$ cat config.mk
export PLATFORM = sky130hd
export DESIGN_NAME = rccp_div
export DESIGN_NICKNAME = d
export VERILOG_FILES = /design/src/rccp_div_cell.sv /design/src/rccp_div.sv
export SDC_FILE = /design/constraint.sdc
export NUM_CORES = 1
export LEC_CHECK = 0
export BUFFER_PORTS_ARGS = -buffer_cell sky130_fd_sc_hd__buf_2
export CAP_MARGIN = 20
export CORE_MARGIN = 2
export CORE_UTILIZATION = 55
export CTS_CLUSTER_DIAMETER = 40
export DETAILED_ROUTE_END_ITERATION = 10
export PLACE_DENSITY = 0.73
export SETUP_SLACK_MARGIN = 0.02
export SLEW_MARGIN = 0
export SYNTH_ARGS = -nofsm -noshare
export SYNTH_HDL_FRONTEND = slang
export SYNTH_SLANG_ARGS = --single-unit
$ cat constraint.sdc
create_clock -name clk -period 3 [get_ports clk]
set_input_delay 0.75 -clock clk [delete_from_list [all_inputs] [get_ports clk]]
set_output_delay 0.75 -clock clk [all_outputs]
set_load 0.01 [all_outputs]
$ cat src/rccp_div_cell.sv
// ----------------------------------------------------------------------------
// rccp_div_cell
// One restoring division step: shifts in a numerator bit, subtracts the
// divisor when it fits, and registers the result for the next cell.
// ----------------------------------------------------------------------------
module rccp_div_cell #(
	parameter int NW = 8,
	parameter int DW = 8,
	parameter int SW = 1
) (
	input  logic          clk,
	input  logic          arst_n,
	input  logic          in_valid,
	output logic          in_ready,
	input  logic [DW-1:0] in_rem,
	input  logic [NW-1:0] in_nq,
	input  logic [DW-1:0] in_den,
	input  logic [SW-1:0] in_sb,
	output logic          out_valid,
	input  logic          out_ready,
	output logic [DW-1:0] out_rem,
	output logic [NW-1:0] out_nq,
	output logic [DW-1:0] out_den,
	output logic [SW-1:0] out_sb
);
	logic [DW:0]   trial;
	logic          fits;
	logic          v_q;
	logic [DW-1:0] rem_q;
	logic [NW-1:0] nq_q;
	logic [DW-1:0] den_q;
	logic [SW-1:0] sb_q;

	assign trial    = {in_rem, in_nq[NW-1]};
	assign fits     = trial >= {1'b0, in_den};
	assign in_ready = !v_q || out_ready;

	always_ff @(posedge clk or negedge arst_n) begin
		if (!arst_n) begin
			v_q <= 1'b0;
		end else if (in_ready) begin
			v_q <= in_valid;
		end
	end

	always_ff @(posedge clk) begin
		if (in_valid && in_ready) begin
			rem_q <= fits ? DW'(trial - {1'b0, in_den}) : trial[DW-1:0];
			nq_q  <= {in_nq[NW-2:0], fits};
			den_q <= in_den;
			sb_q  <= in_sb;
		end
	end

	assign out_valid = v_q;
	assign out_rem   = rem_q;
	assign out_nq    = nq_q;
	assign out_den   = den_q;
	assign out_sb    = sb_q;

endmodule

$ cat src/rccp_div.sv
// ----------------------------------------------------------------------------
// rccp_div
// Pipelined unsigned divider: a row of step cells, one quotient bit each.
// ----------------------------------------------------------------------------
module rccp_div #(
	parameter int NW = 8,
	parameter int DW = 8,
	parameter int SW = 1
) (
	input  logic          clk,
	input  logic          arst_n,
	input  logic          in_valid,
	output logic          in_ready,
	input  logic [NW-1:0] in_num,
	input  logic [DW-1:0] in_den,
	input  logic [SW-1:0] in_sb,
	output logic          out_valid,
	input  logic          out_ready,
	output logic [NW-1:0] out_quo,
	output logic [SW-1:0] out_sb
);
	logic          vld_w [NW+1];
	logic          rdy_w [NW+1];
	logic [DW-1:0] rem_w [NW+1];
	logic [NW-1:0] nq_w  [NW+1];
	logic [DW-1:0] den_w [NW+1];
	logic [SW-1:0] sb_w  [NW+1];

	assign vld_w[0] = in_valid;
	assign in_ready = rdy_w[0];
	assign rem_w[0] = '0;
	assign nq_w[0]  = in_num;
	assign den_w[0] = in_den;
	assign sb_w[0]  = in_sb;

	for (genvar k = 0; k < NW; k++) begin : g_cell
		rccp_div_cell #(.NW(NW), .DW(DW), .SW(SW)) u_cell (
			.clk      (clk),
			.arst_n   (arst_n),
			.in_valid (vld_w[k]),
			.in_ready (rdy_w[k]),
			.in_rem   (rem_w[k]),
			.in_nq    (nq_w[k]),
			.in_den   (den_w[k]),
			.in_sb    (sb_w[k]),
			.out_valid(vld_w[k+1]),
			.out_ready(rdy_w[k+1]),
			.out_rem  (rem_w[k+1]),
			.out_nq   (nq_w[k+1]),
			.out_den  (den_w[k+1]),
			.out_sb   (sb_w[k+1])
		);
	end

	assign rdy_w[NW] = out_ready;
	assign out_valid = vld_w[NW];
	assign out_quo   = nq_w[NW];
	assign out_sb    = sb_w[NW];

endmodule

==> impl_metrics.json, run 1 <==
{
  "wirelength_um": 14180,
  "hp-class": "primary input to asynchronous set/reset pin",
  "start_util": 0.5629,
  "r2r_cells": 5,
  "synthArstFlopShare": 0.04167,
  "fill_cells": 1253,
  "p_total_w": 0.009846,
  "cts_repair_resize_count": 0,
  "syn-cell-area_sq_um": 9335,
  "path_clk_slew_ps": 70,
  "die_area_sq_um": 18030,
  "cp-startpoint": "out_ready",
  "setup_tns_ps": 0,
  "synth_cell_types": 51,
  "grt_overflow_total": 0,
  "vias_per_cell": 5.472,
  "cts_root_buf": "clkbuf_16",
  "worstSetupPathType": "primary input to output port",
  "hold_violations": 0,
  "synthTopCellsByCount": "edfxtp_1, inv_1, ha_1",
  "fin_area_sq_um": 10250,
  "synth_most_common_cell": "edfxtp_1",
  "fp-row-count": 47,
  "grt_max_degree": 26,
  "cts_max_level": 4,
  "grt_pass1_wl_um": 24320,
  "syn_nets": 743,
  "place_congestion": 0.8942,
  "clk_latency_ps": 430,
  "yosysTopAreaCell": "edfxtp_1",
  "yosys_most_used_dff": "edfxtp_1",
  "fp.dieW_um": 134.3,
  "timing.rr.end": "g_cell[1].u_cell.out_rem[6]$_DFFE_PP_",
  "clkSinkCount": 192,
  "gr-usage-all-layers": 0.1718,
  "synth.top_cell.area_share": 0.5919,
  "area_delta_synth_final_pct": 9.851,
  "avgSynthCellArea_sq_um": 14.19,
  "vias": 5122,
  "finalSetupViolCount": 0,
  "dpl_cell_area_sq_um": 9729,
  "crit_path_end_kind": "output port",
  "grt_pass1_vias": 5447,
  "firstDrtPassIters": 4,
  "diodes": 0,
  "dpl.hpwl_um": 10800,
  "status": "finished clean",
  "fmax_ghz": 0.3678,
  "powerDensity_nw_per_um2": 960.2,
  "cp_max_fo": 5,
  "worst_slew_pin_slew_ps": 1026,
  "drc": 0,
  "rsz0062_at_grt": "no",
  "critPathRequiredTime_ps": 2250,
  "syn_inst": 658,
  "drive_gt1_frac": 0.1690,
  "placed_cells": 904,
  "clk_path_buf_depth": 2,
  "die_h_um": 134.3,
  "ioPinCount": 32,
  "leakage_nw": 4.168,
  "crit_arrival_ps": 1970,
  "r2r_setup_slack_ps": 440,
  "crit_end": "in_ready",
  "relSlewSlack": 0.3159,
  "synth_edf_count": 184,
  "numCtsBuffers": 17,
  "cts_setup_buffers": 0,
  "maxCapViolations": 0,
  "ys_warn_count": 0,
  "drtIter0Drc": 271,
  "cp-start-kind": "primary input",
  "port_buffers": 31,
  "cts_tree": "built",
  "final_antenna_net_count": 0,
  "fp.coreArea_sq_um": 16580,
  "post-route-period-util": 0.9063,
  "drv_slew": 0,
  "ys_seq_area_frac": 0.6133,
  "yosys-top-cells-area": "edfxtp_1, ha_1, mux2_4, inv_1, dfrtp_1",
  "fin_crit_ps": 2719,
  "hold_buffers": 0,
  "antenna_found_initial": 0,
  "ir_drop_mv": 0.5314,
  "skew_ps": 17.86,
  "r2r-start": "g_cell[0].u_cell.out_rem[5]$_SDFFCE_PP0P_",
  "fin_cells": 936,
  "avgRoutedWirePerCell_um": 15.15,
  "nNetsFinal": 788,
  "ys_ff_latch": 192
}
==> routing by layer <==
metal  up-vias  part of all wire  GRT usage
met3        22             0.023    0.03968
met2        88              0.59     0.3447
met5         -                 0          0
met4         0             0.018    0.07018
li1       2532                 -          -
met1      2480              0.37     0.1655
==> critical path: stages <==
cell	delay [ps]
buf_2	100
nor2b_1	180
nand4_1	190
nor2_1	320
nand4_1	220
buf_2	200
==> cells in the final DEF (no fill, tap or decap), types with 5 or more instances in the layout <==
master     instances
a211o_1            9
a211oi_1           7
a211oi_2           6
a21o_1            16
a21oi_1           14
a311o_1            6
and2_1             6
buf_2             31
buf_4              5
clkbuf_1           5
clkbuf_16         17
dfrtp_1            8
edfxtp_1         184
fa_1               6
ha_1              58
inv_1             78
mux2_2             9
mux2_4            24
mux2i_1           12
nand2_1           15
nand2b_1          22
nand3_1           10
nand4_1            5
nor2_1            36
nor2b_1            7
nor3_1            20
nor3b_1            5
nor4_1             5
o21a_1             8
o21ai_0            9
xnor2_1           17
==> sequential cells by signal (all words and copies together), names as in the netlist <==
name and flops:
g_cell.u_cell.out_den 56, g_cell.u_cell.out_nq 64, g_cell.u_cell.out_sb 8, g_cell.u_cell.out_valid 8, g_cell.u_cell.out_rem 56
==> logic make-up (layout without fill, tap and decap cells) <==
logic type,Yosys count,count (layout),share of synthesized area
AOI/OAI and AO/OA,106,106,0.09422
xor gates and xnor gates,20,20,0.01876
adders and majority gates,64,64,0.09061
buffers and inverters,88,146,0.03994
DFF,192,192,0.6133
muxes,48,48,0.06594
and+or+nand+nor,140,140,0.07720
==> stage by stage <==
stage | util | hold WS [ps] | setup slack [ps]
finish | 0.6184 | 155.0 | 281.0
global route | 0.6184 | 149.5 | 181.8
CTS | 0.6184 | 145.3 | 284.5
detailed placement | 0.5867 | 404.5 | 280.6
global placement | 0.5867 | 401.6 | 431.2
floorplan | - | 400.3 | 415.3
==> power by group <==
group / total (W) / leakage [nW] / switching [W] / internal (W)
clock: 0.00201 / 0.243 / 0.000942 / 0.00107
combinational: 0.00363 / 2.04 / 0.00189 / 0.00174
sequential: 0.00420 / 1.88 / 0.000274 / 0.00393
total: 0.00985 / 4.17 / 0.00311 / 0.00674
==> cell type report <==
class | instances | area [sq um] | area share
clock inverter | 10 | 81.33 | 0.007931
sequential | 192 | 5725 | 0.5583
timing repair buffer | 36 | 192.7 | 0.01879
inverter | 78 | 292.8 | 0.02855
clock buffer | 22 | 444.2 | 0.04331
tap | 220 | 275.3 | 0.02684
multi-input combinational | 378 | 3243 | 0.3163
==> worst min-delay path by stage <==
stage | from | cells past startpoint | slack [ps] | end
floorplan | g_cell[0].u_cell.out_nq[0]$_DFFE_PP_ | 0 | 400 | g_cell[1].u_cell.out_nq[1]$_DFFE_PP_
global placement | g_cell[6].u_cell.out_nq[2]$_DFFE_PP_ | 0 | 400 | g_cell[7].u_cell.out_nq[3]$_DFFE_PP_
detailed placement | g_cell[0].u_cell.out_nq[5]$_DFFE_PP_ | 0 | 400 | g_cell[1].u_cell.out_nq[6]$_DFFE_PP_
CTS | arst_n | 1 | 150 | g_cell[2].u_cell.out_valid$_DFFE_PN0P_
global route | arst_n | 1 | 150 | g_cell[2].u_cell.out_valid$_DFFE_PN0P_
finish | arst_n | 1 | 160 | g_cell[2].u_cell.out_valid$_DFFE_PN0P_
(Power assumes the default switching activity.)
==> inputs of run 2 (changes only) <==
--- a/config.mk
+++ b/config.mk
@@ -9,7 +9,7 @@
 export CAP_MARGIN = 20
 export CORE_MARGIN = 2
 export CORE_UTILIZATION = 55
-export CTS_CLUSTER_DIAMETER = 40
+export CTS_CLUSTER_DIAMETER = 50
 export DETAILED_ROUTE_END_ITERATION = 10
 export PLACE_DENSITY = 0.73
 export SETUP_SLACK_MARGIN = 0.02
==> constraint.sdc (replaced) <==
create_clock -name clk -period 3 [get_ports clk]
set_input_delay 0.3 -clock clk [delete_from_list [all_inputs] [get_ports clk]]
set_output_delay 0.3 -clock clk [all_outputs]
set_load 0.01 [all_outputs]
==> run 2 against run 1 <==
Effect of this change: combinational power about the same; critical endpoint is now g_cell[4].u_cell.out_rem[2]$_DFFE_PP_; first-iteration DRC count down 1.5%; highest routed layer unchanged; flip-flop and latch count unchanged; clock-buffer cell count down 4; via count up 3.0%; non-clock buffer count up 1; sequential share of layout area down 0.49 points.
==> impl_metrics.json, run 2 (same netlist as run 1, synthesis figures left out) <==
{
  "power_switching_w": 0.003279,
  "clkSinkCount": 192,
  "hp-class": "primary input to register",
  "grt_max_degree": 26,
  "fp-row-count": 47,
  "avgRoutedWirePerCell_um": 16.00,
  "largest_register_ffs": 64,
  "cts_max_level": 4,
  "crit_arrival_ps": 2740,
  "post-route-period-util": 0.8502,
  "die_area_sq_um": 18030,
  "fmax_ghz": 0.3921,
  "grt_pass1_wl_um": 25650,
  "ir_drop_mv": 0.6056,
  "grt_overflow_total": 0,
  "dpl.hpwl_um": 11220,
  "grt_pass1_vias": 5576,
  "drtIter0Drc": 267,
  "clk_path_buf_depth": 2,
  "cts_setup_buffers": 0,
  "firstDrtPassIters": 4,
  "leakage_nw": 4.220,
  "rsz0062_at_grt": "no",
  "hold_violations": 0,
  "gr-usage-all-layers": 0.1820,
  "powerDensity_nw_per_um2": 974.6,
  "drc": 0,
  "drive_gt1_frac": 0.1743,
  "nNetsFinal": 789,
  "relSlewSlack": 0.3096,
  "fill_cells": 1242,
  "vias_per_cell": 5.631,
  "drv_slew": 0,
  "post-place-ws_ps": 480.5,
  "vias": 5276,
  "seq_area_sq_um": 5725,
  "port_buffers": 31,
  "maxCapViolations": 0,
  "cp_max_fo": 9,
  "multi_input_area_sq_um": 3243,
  "cts_repair_resize_count": 0,
  "numCtsBuffers": 17,
  "p_int_w": 0.006803,
  "skew_ps": 9.252,
  "pwr-share-comb": 0.363,
  "seqPwrFrac": 0.419,
  "worstSetupPathType": "register to register",
  "clk_latency_ps": 440,
  "final_util": 0.6238,
  "antenna_found_initial": 0,
  "fin_ws_ps": 449.4,
  "worst_slew_pin_slew_ps": 1036,
  "fp.dieW_um": 134.3,
  "diodes": 0,
  "critPathRequiredTime_ps": 3190,
  "finalSetupViolCount": 0,
  "p_sw_frac": 0.3253,
  "setup_tns_ps": 0,
  "ioPinCount": 32,
  "crit_path_end_kind": "register",
  "cts_root_buf": "clkbuf_16",
  "area_delta_synth_final_pct": 10.82,
  "place_congestion": 0.8923,
  "fin_area_sq_um": 10340,
  "fin_crit_ps": 2551,
  "layout_commonest_cell": "edfxtp_1",
  "wirelength_um": 14990,
  "cp-start-kind": "register",
  "fp.coreArea_sq_um": 16580,
  "power_frac_clock": 0.219,
  "dpl_cell_area_sq_um": 9722,
  "path_clk_slew_ps": 70,
  "start_util": 0.5629,
  "mostFrequentLayoutCells": "edfxtp_1, inv_1, ha_1",
  "status": "finished clean",
  "final_antenna_net_count": 0,
  "cts_tree": "built",
  "die_h_um": 134.3
}
## run 2: cell types whose count changed in the layout (fill, tap and decap cells not counted)
| cell | previous run | this run |
|---|---|---|
| buf_16 | 0 | 1 |
| buf_4 | 5 | 4 |
| clkbuf_1 | 5 | 1 |
| clkinv_2 | 1 | 0 |
| clkinv_4 | 2 | 0 |
| clkinv_8 | 0 | 2 |
| clkinvlp_4 | 4 | 1 |
| dlygate4sd3_1 | 0 | 1 |
| inv_12 | 0 | 2 |
| inv_6 | 2 | 7 |
| inv_8 | 1 | 2 |
## run 2: layout make-up
class	instances	share of cell area
clock buffers	18	0.04149
flip-flops and latches	192	0.5535
clock inverters	14	0.01512
inverters	78	0.02830
multi-input cells	378	0.3135
repair buffers	37	0.02153
well taps	220	0.02661
## run 2: final timing paths
kind / from / to / slack (ps) / depth (start not counted)
max reg2reg: g_cell[3].u_cell.out_rem[5]$_DFFE_PP_ / g_cell[4].u_cell.out_rem[2]$_DFFE_PP_ / 450 / 5
min reg2reg: g_cell[4].u_cell.out_sb$_DFFE_PP_ / g_cell[5].u_cell.out_sb$_DFFE_PP_ / 410 / 0
min: in_num[3] / g_cell[0].u_cell.out_nq[4]$_DFFE_PP_ / 40 / 1
max in group asynchronous: arst_n / g_cell[4].u_cell.out_valid$_DFFE_PN0P_ / 2560 / 2
max: g_cell[3].u_cell.out_rem[5]$_DFFE_PP_ / g_cell[4].u_cell.out_rem[2]$_DFFE_PP_ / 450 / 5
min in group asynchronous: arst_n / g_cell[6].u_cell.out_valid$_DFFE_PN0P_ / 260 / 2
## run 2: worst max-delay path, stage by stage (launching register included)
cell       delay, ps
edfxtp_1         400
ha_1             380
a21o_1           250
a2111oi_2        370
o21a_1           550
mux2_4           350
## run 2: routing by layer
metal / track usage / vias to the layer above / part of all wire
li1: - / 2551 / -
met1: 0.1745 / 2524 / 0.36
met2: 0.3503 / 143 / 0.57
met3: 0.04535 / 58 / 0.033
met4: 0.1018 / 0 / 0.043
met5: 0 / - / 0
## run 2: stage by stage
step	hold WS [ps]	std cells	total power (W)
after floorplan	4.409	658	0.007141
after global placement	143.4	903	0.007643
after detailed placement	154.8	903	0.007881
after CTS	18.15	936	0.01010
after global routing	14.63	937	0.01069
final	35.80	937	0.01008
## run 2: timing repair
action / CTS / global route
endpoints found under the setup margin: 0 / 0
hold endpoints to repair: 8 / 0
hold buffers: 1 / 0
## run 2: power by group through the flow
stage / logic [W] / clock network [W] / registers [W]
2_1_floorplan: 0.00296 / 0 / 0.00419
3_3_place_gp: 0.00340 / 0 / 0.00424
3_5_place_dp: 0.00360 / 0 / 0.00428
4_1_cts: 0.00364 / 0.00224 / 0.00422
5_1_grt: 0.00405 / 0.00235 / 0.00429
6_report: 0.00366 / 0.00220 / 0.00422
==> inputs of run 3 (changes only) <==
--- a/config.mk
+++ b/config.mk
@@ -7,7 +7,7 @@
 export LEC_CHECK = 0
 export BUFFER_PORTS_ARGS = -buffer_cell sky130_fd_sc_hd__buf_2
 export CAP_MARGIN = 20
-export CORE_MARGIN = 2
+export CORE_MARGIN = 1.5
 export CORE_UTILIZATION = 55
 export CTS_CLUSTER_DIAMETER = 50
 export DETAILED_ROUTE_END_ITERATION = 10
==> constraint.sdc (replaced) <==
create_clock -name clk -period 2.27 [get_ports clk]
set_input_delay 0.227 -clock clk [delete_from_list [all_inputs] [get_ports clk]]
set_output_delay 0.227 -clock clk [all_outputs]
set_load 0.01 [all_outputs]
==> run 3 against run 2 <==
Effect of this change: the run now ends with negative setup slack left; highest routed layer unchanged; critical path type unchanged; clock power grew 35%; first-iteration DRC count up 18%; critical endpoint is now g_cell[2].u_cell.out_rem[6]$_DFFE_PP_; non-clock buffer count up 84.
==> impl_metrics.json, run 3 (same netlist as run 1, synthesis figures left out) <==
{
  "diodes": 0,
  "firstDrtPassIters": 5,
  "die_area_sq_um": 17760,
  "fp.dieW_um": 133.3,
  "dpl.hpwl_um": 11190,
  "drtIter0Drc": 314,
  "clk_path_buf_depth": 2,
  "status": "finished with violations",
  "hp-class": "primary input to register",
  "hold_violations": 0,
  "top_usage_layer": "met2",
  "grt_overflow_total": 0,
  "largest_register_ffs": 64,
  "fin_area_sq_um": 11490,
  "fin_cells": 1020,
  "p_total_w": 0.01461,
  "vias": 5612,
  "clkSinkCount": 192,
  "leakage_nw": 4.656,
  "cts_max_level": 4,
  "numCtsBuffers": 17,
  "p_sw_frac": 0.3214,
  "mostFrequentLayoutCells": "edfxtp_1, inv_1, buf_4",
  "drive_gt1_frac": 0.3150,
  "drc": 0,
  "avgRoutedWirePerCell_um": 16.33,
  "antenna_found_initial": 0,
  "dpl_cell_area_sq_um": 10020,
  "ioPinCount": 32,
  "grtUsageMet3": 0.04300,
  "fin_ws_ps": -4.953,
  "port_buffers": 31,
  "rsz0062_at_grt": "yes",
  "area_delta_synth_final_pct": 23.12,
  "violations": "negative setup slack",
  "crit_path_end_kind": "register",
  "cp-start-kind": "register",
  "crit_arrival_ps": 2460,
  "ir_drop_mv": 0.7048,
  "cp_max_fo": 2,
  "relSlewSlack": 0.6475,
  "power_frac_clock": 0.203,
  "wirelength_um": 16660,
  "power_switching_w": 0.004697,
  "fp-row-count": 47,
  "place_congestion": 0.8944,
  "grt_pass1_wl_um": 26010,
  "pwr-share-comb": 0.413,
  "p_int_w": 0.009915,
  "path_clk_slew_ps": 70,
  "grt_max_degree": 26,
  "grt.met1_usage": 0.1736,
  "worst_slew_pin_slew_ps": 515.4,
  "powerDensity_nw_per_um2": 1271,
  "die_h_um": 133.3,
  "fp.coreArea_sq_um": 16580,
  "use_met2": 0.3722,
  "finalSetupViolCount": 1,
  "vias_per_cell": 5.502,
  "final_antenna_net_count": 0,
  "drv_slew": 0,
  "final_util": 0.6931,
  "critPathRequiredTime_ps": 2450,
  "grt_pass1_vias": 5803,
  "start_util": 0.5629,
  "worstSetupPathType": "register to register",
  "cts_root_buf": "clkbuf_16",
  "clk_latency_ps": 440,
  "placed_cells": 936,
  "fin_crit_ps": 2275,
  "layout_commonest_cell": "edfxtp_1",
  "gr-usage-all-layers": 0.1859,
  "skew_ps": 12.74,
  "post-route-period-util": 1.002,
  "cts_tree": "built",
  "seqPwrFrac": 0.383,
  "maxCapViolations": 0,
  "nNetsFinal": 873,
  "fmax_ghz": 0.4396
}
-- run 3: worst paths after layout --
path                                                  startpoint                                      to  slack (ps)  cells past startpoint
max                        g_cell[1].u_cell.out_den[0]$_DFFE_PP_   g_cell[2].u_cell.out_rem[6]$_DFFE_PP_          -5                      7
min                                                    in_num[7]   g_cell[0].u_cell.out_rem[0]$_DFFE_PP_         100                      3
max reg2reg                g_cell[1].u_cell.out_den[0]$_DFFE_PP_   g_cell[2].u_cell.out_rem[6]$_DFFE_PP_          -5                      7
min reg2reg                 g_cell[5].u_cell.out_nq[6]$_DFFE_PP_    g_cell[6].u_cell.out_nq[7]$_DFFE_PP_         420                      0
max in group asynchronous                                 arst_n  g_cell[5].u_cell.out_valid$_DFFE_PN0P_        1930                      2
min in group asynchronous                                 arst_n  g_cell[1].u_cell.out_valid$_DFFE_PN0P_         170                      2
-- run 3: power by group through the flow --
| stage | clock, W | sequential, W | combinational, W |
|---|---|---|---|
| floorplan | 0 | 0.00553 | 0.00391 |
| global placement | 0 | 0.00561 | 0.00490 |
| detailed placement | 0 | 0.00565 | 0.00513 |
| CTS | 0.00301 | 0.00558 | 0.00536 |
| global route | 0.00314 | 0.00569 | 0.00658 |
| finish | 0.00297 | 0.00560 | 0.00604 |
-- run 3: critical path, cell delays in order, from the launching register on --
cell and delay (ps):
edfxtp_1 450, ha_4 200, fa_2 400, nor2b_2 150
o31a_1 210, nor4_1 60, a311o_1 290, mux2_4 280
-- run 3: repair_timing --
action / CTS / global route
hold endpoints to repair: 23 / 2
gates cloned: 0 / 0
hold buffers: 16 / 2
endpoints found under the setup margin: 26 / 37
resized for setup: 16 / 58
setup buffers: 6 / 27
pin swaps: 3 / 30
-- run 3: layout make-up --
cell class | instances | area, sq um
fillers | 1108 | 5090
inverters | 78 | 292.8
clock inverters | 14 | 171.4
multi-input cells | 378 | 3650
flip-flops and latches | 192 | 5725
repair buffers | 121 | 953.4
clock buffers | 17 | 425.4
well taps | 220 | 275.3
-- run 3: per-layer routing --
metal,wire length [um],up-vias
met3,458,40
met5,0,-
met1,5909,2730
met4,425,0
met2,9868,129
li1,-,2713
-- run 3: per-stage QoR --
step,hold slack (ps),setup WS [ps],TNS [ps]
floorplan,-68.59,21.82,0
global placement,70.43,4.160,0
detailed placement,75.93,-44.80,-265.0
CTS,2.879,0.4003,0
global route,121.0,-83.94,-206.9
finish,97.30,-4.953,-4.953
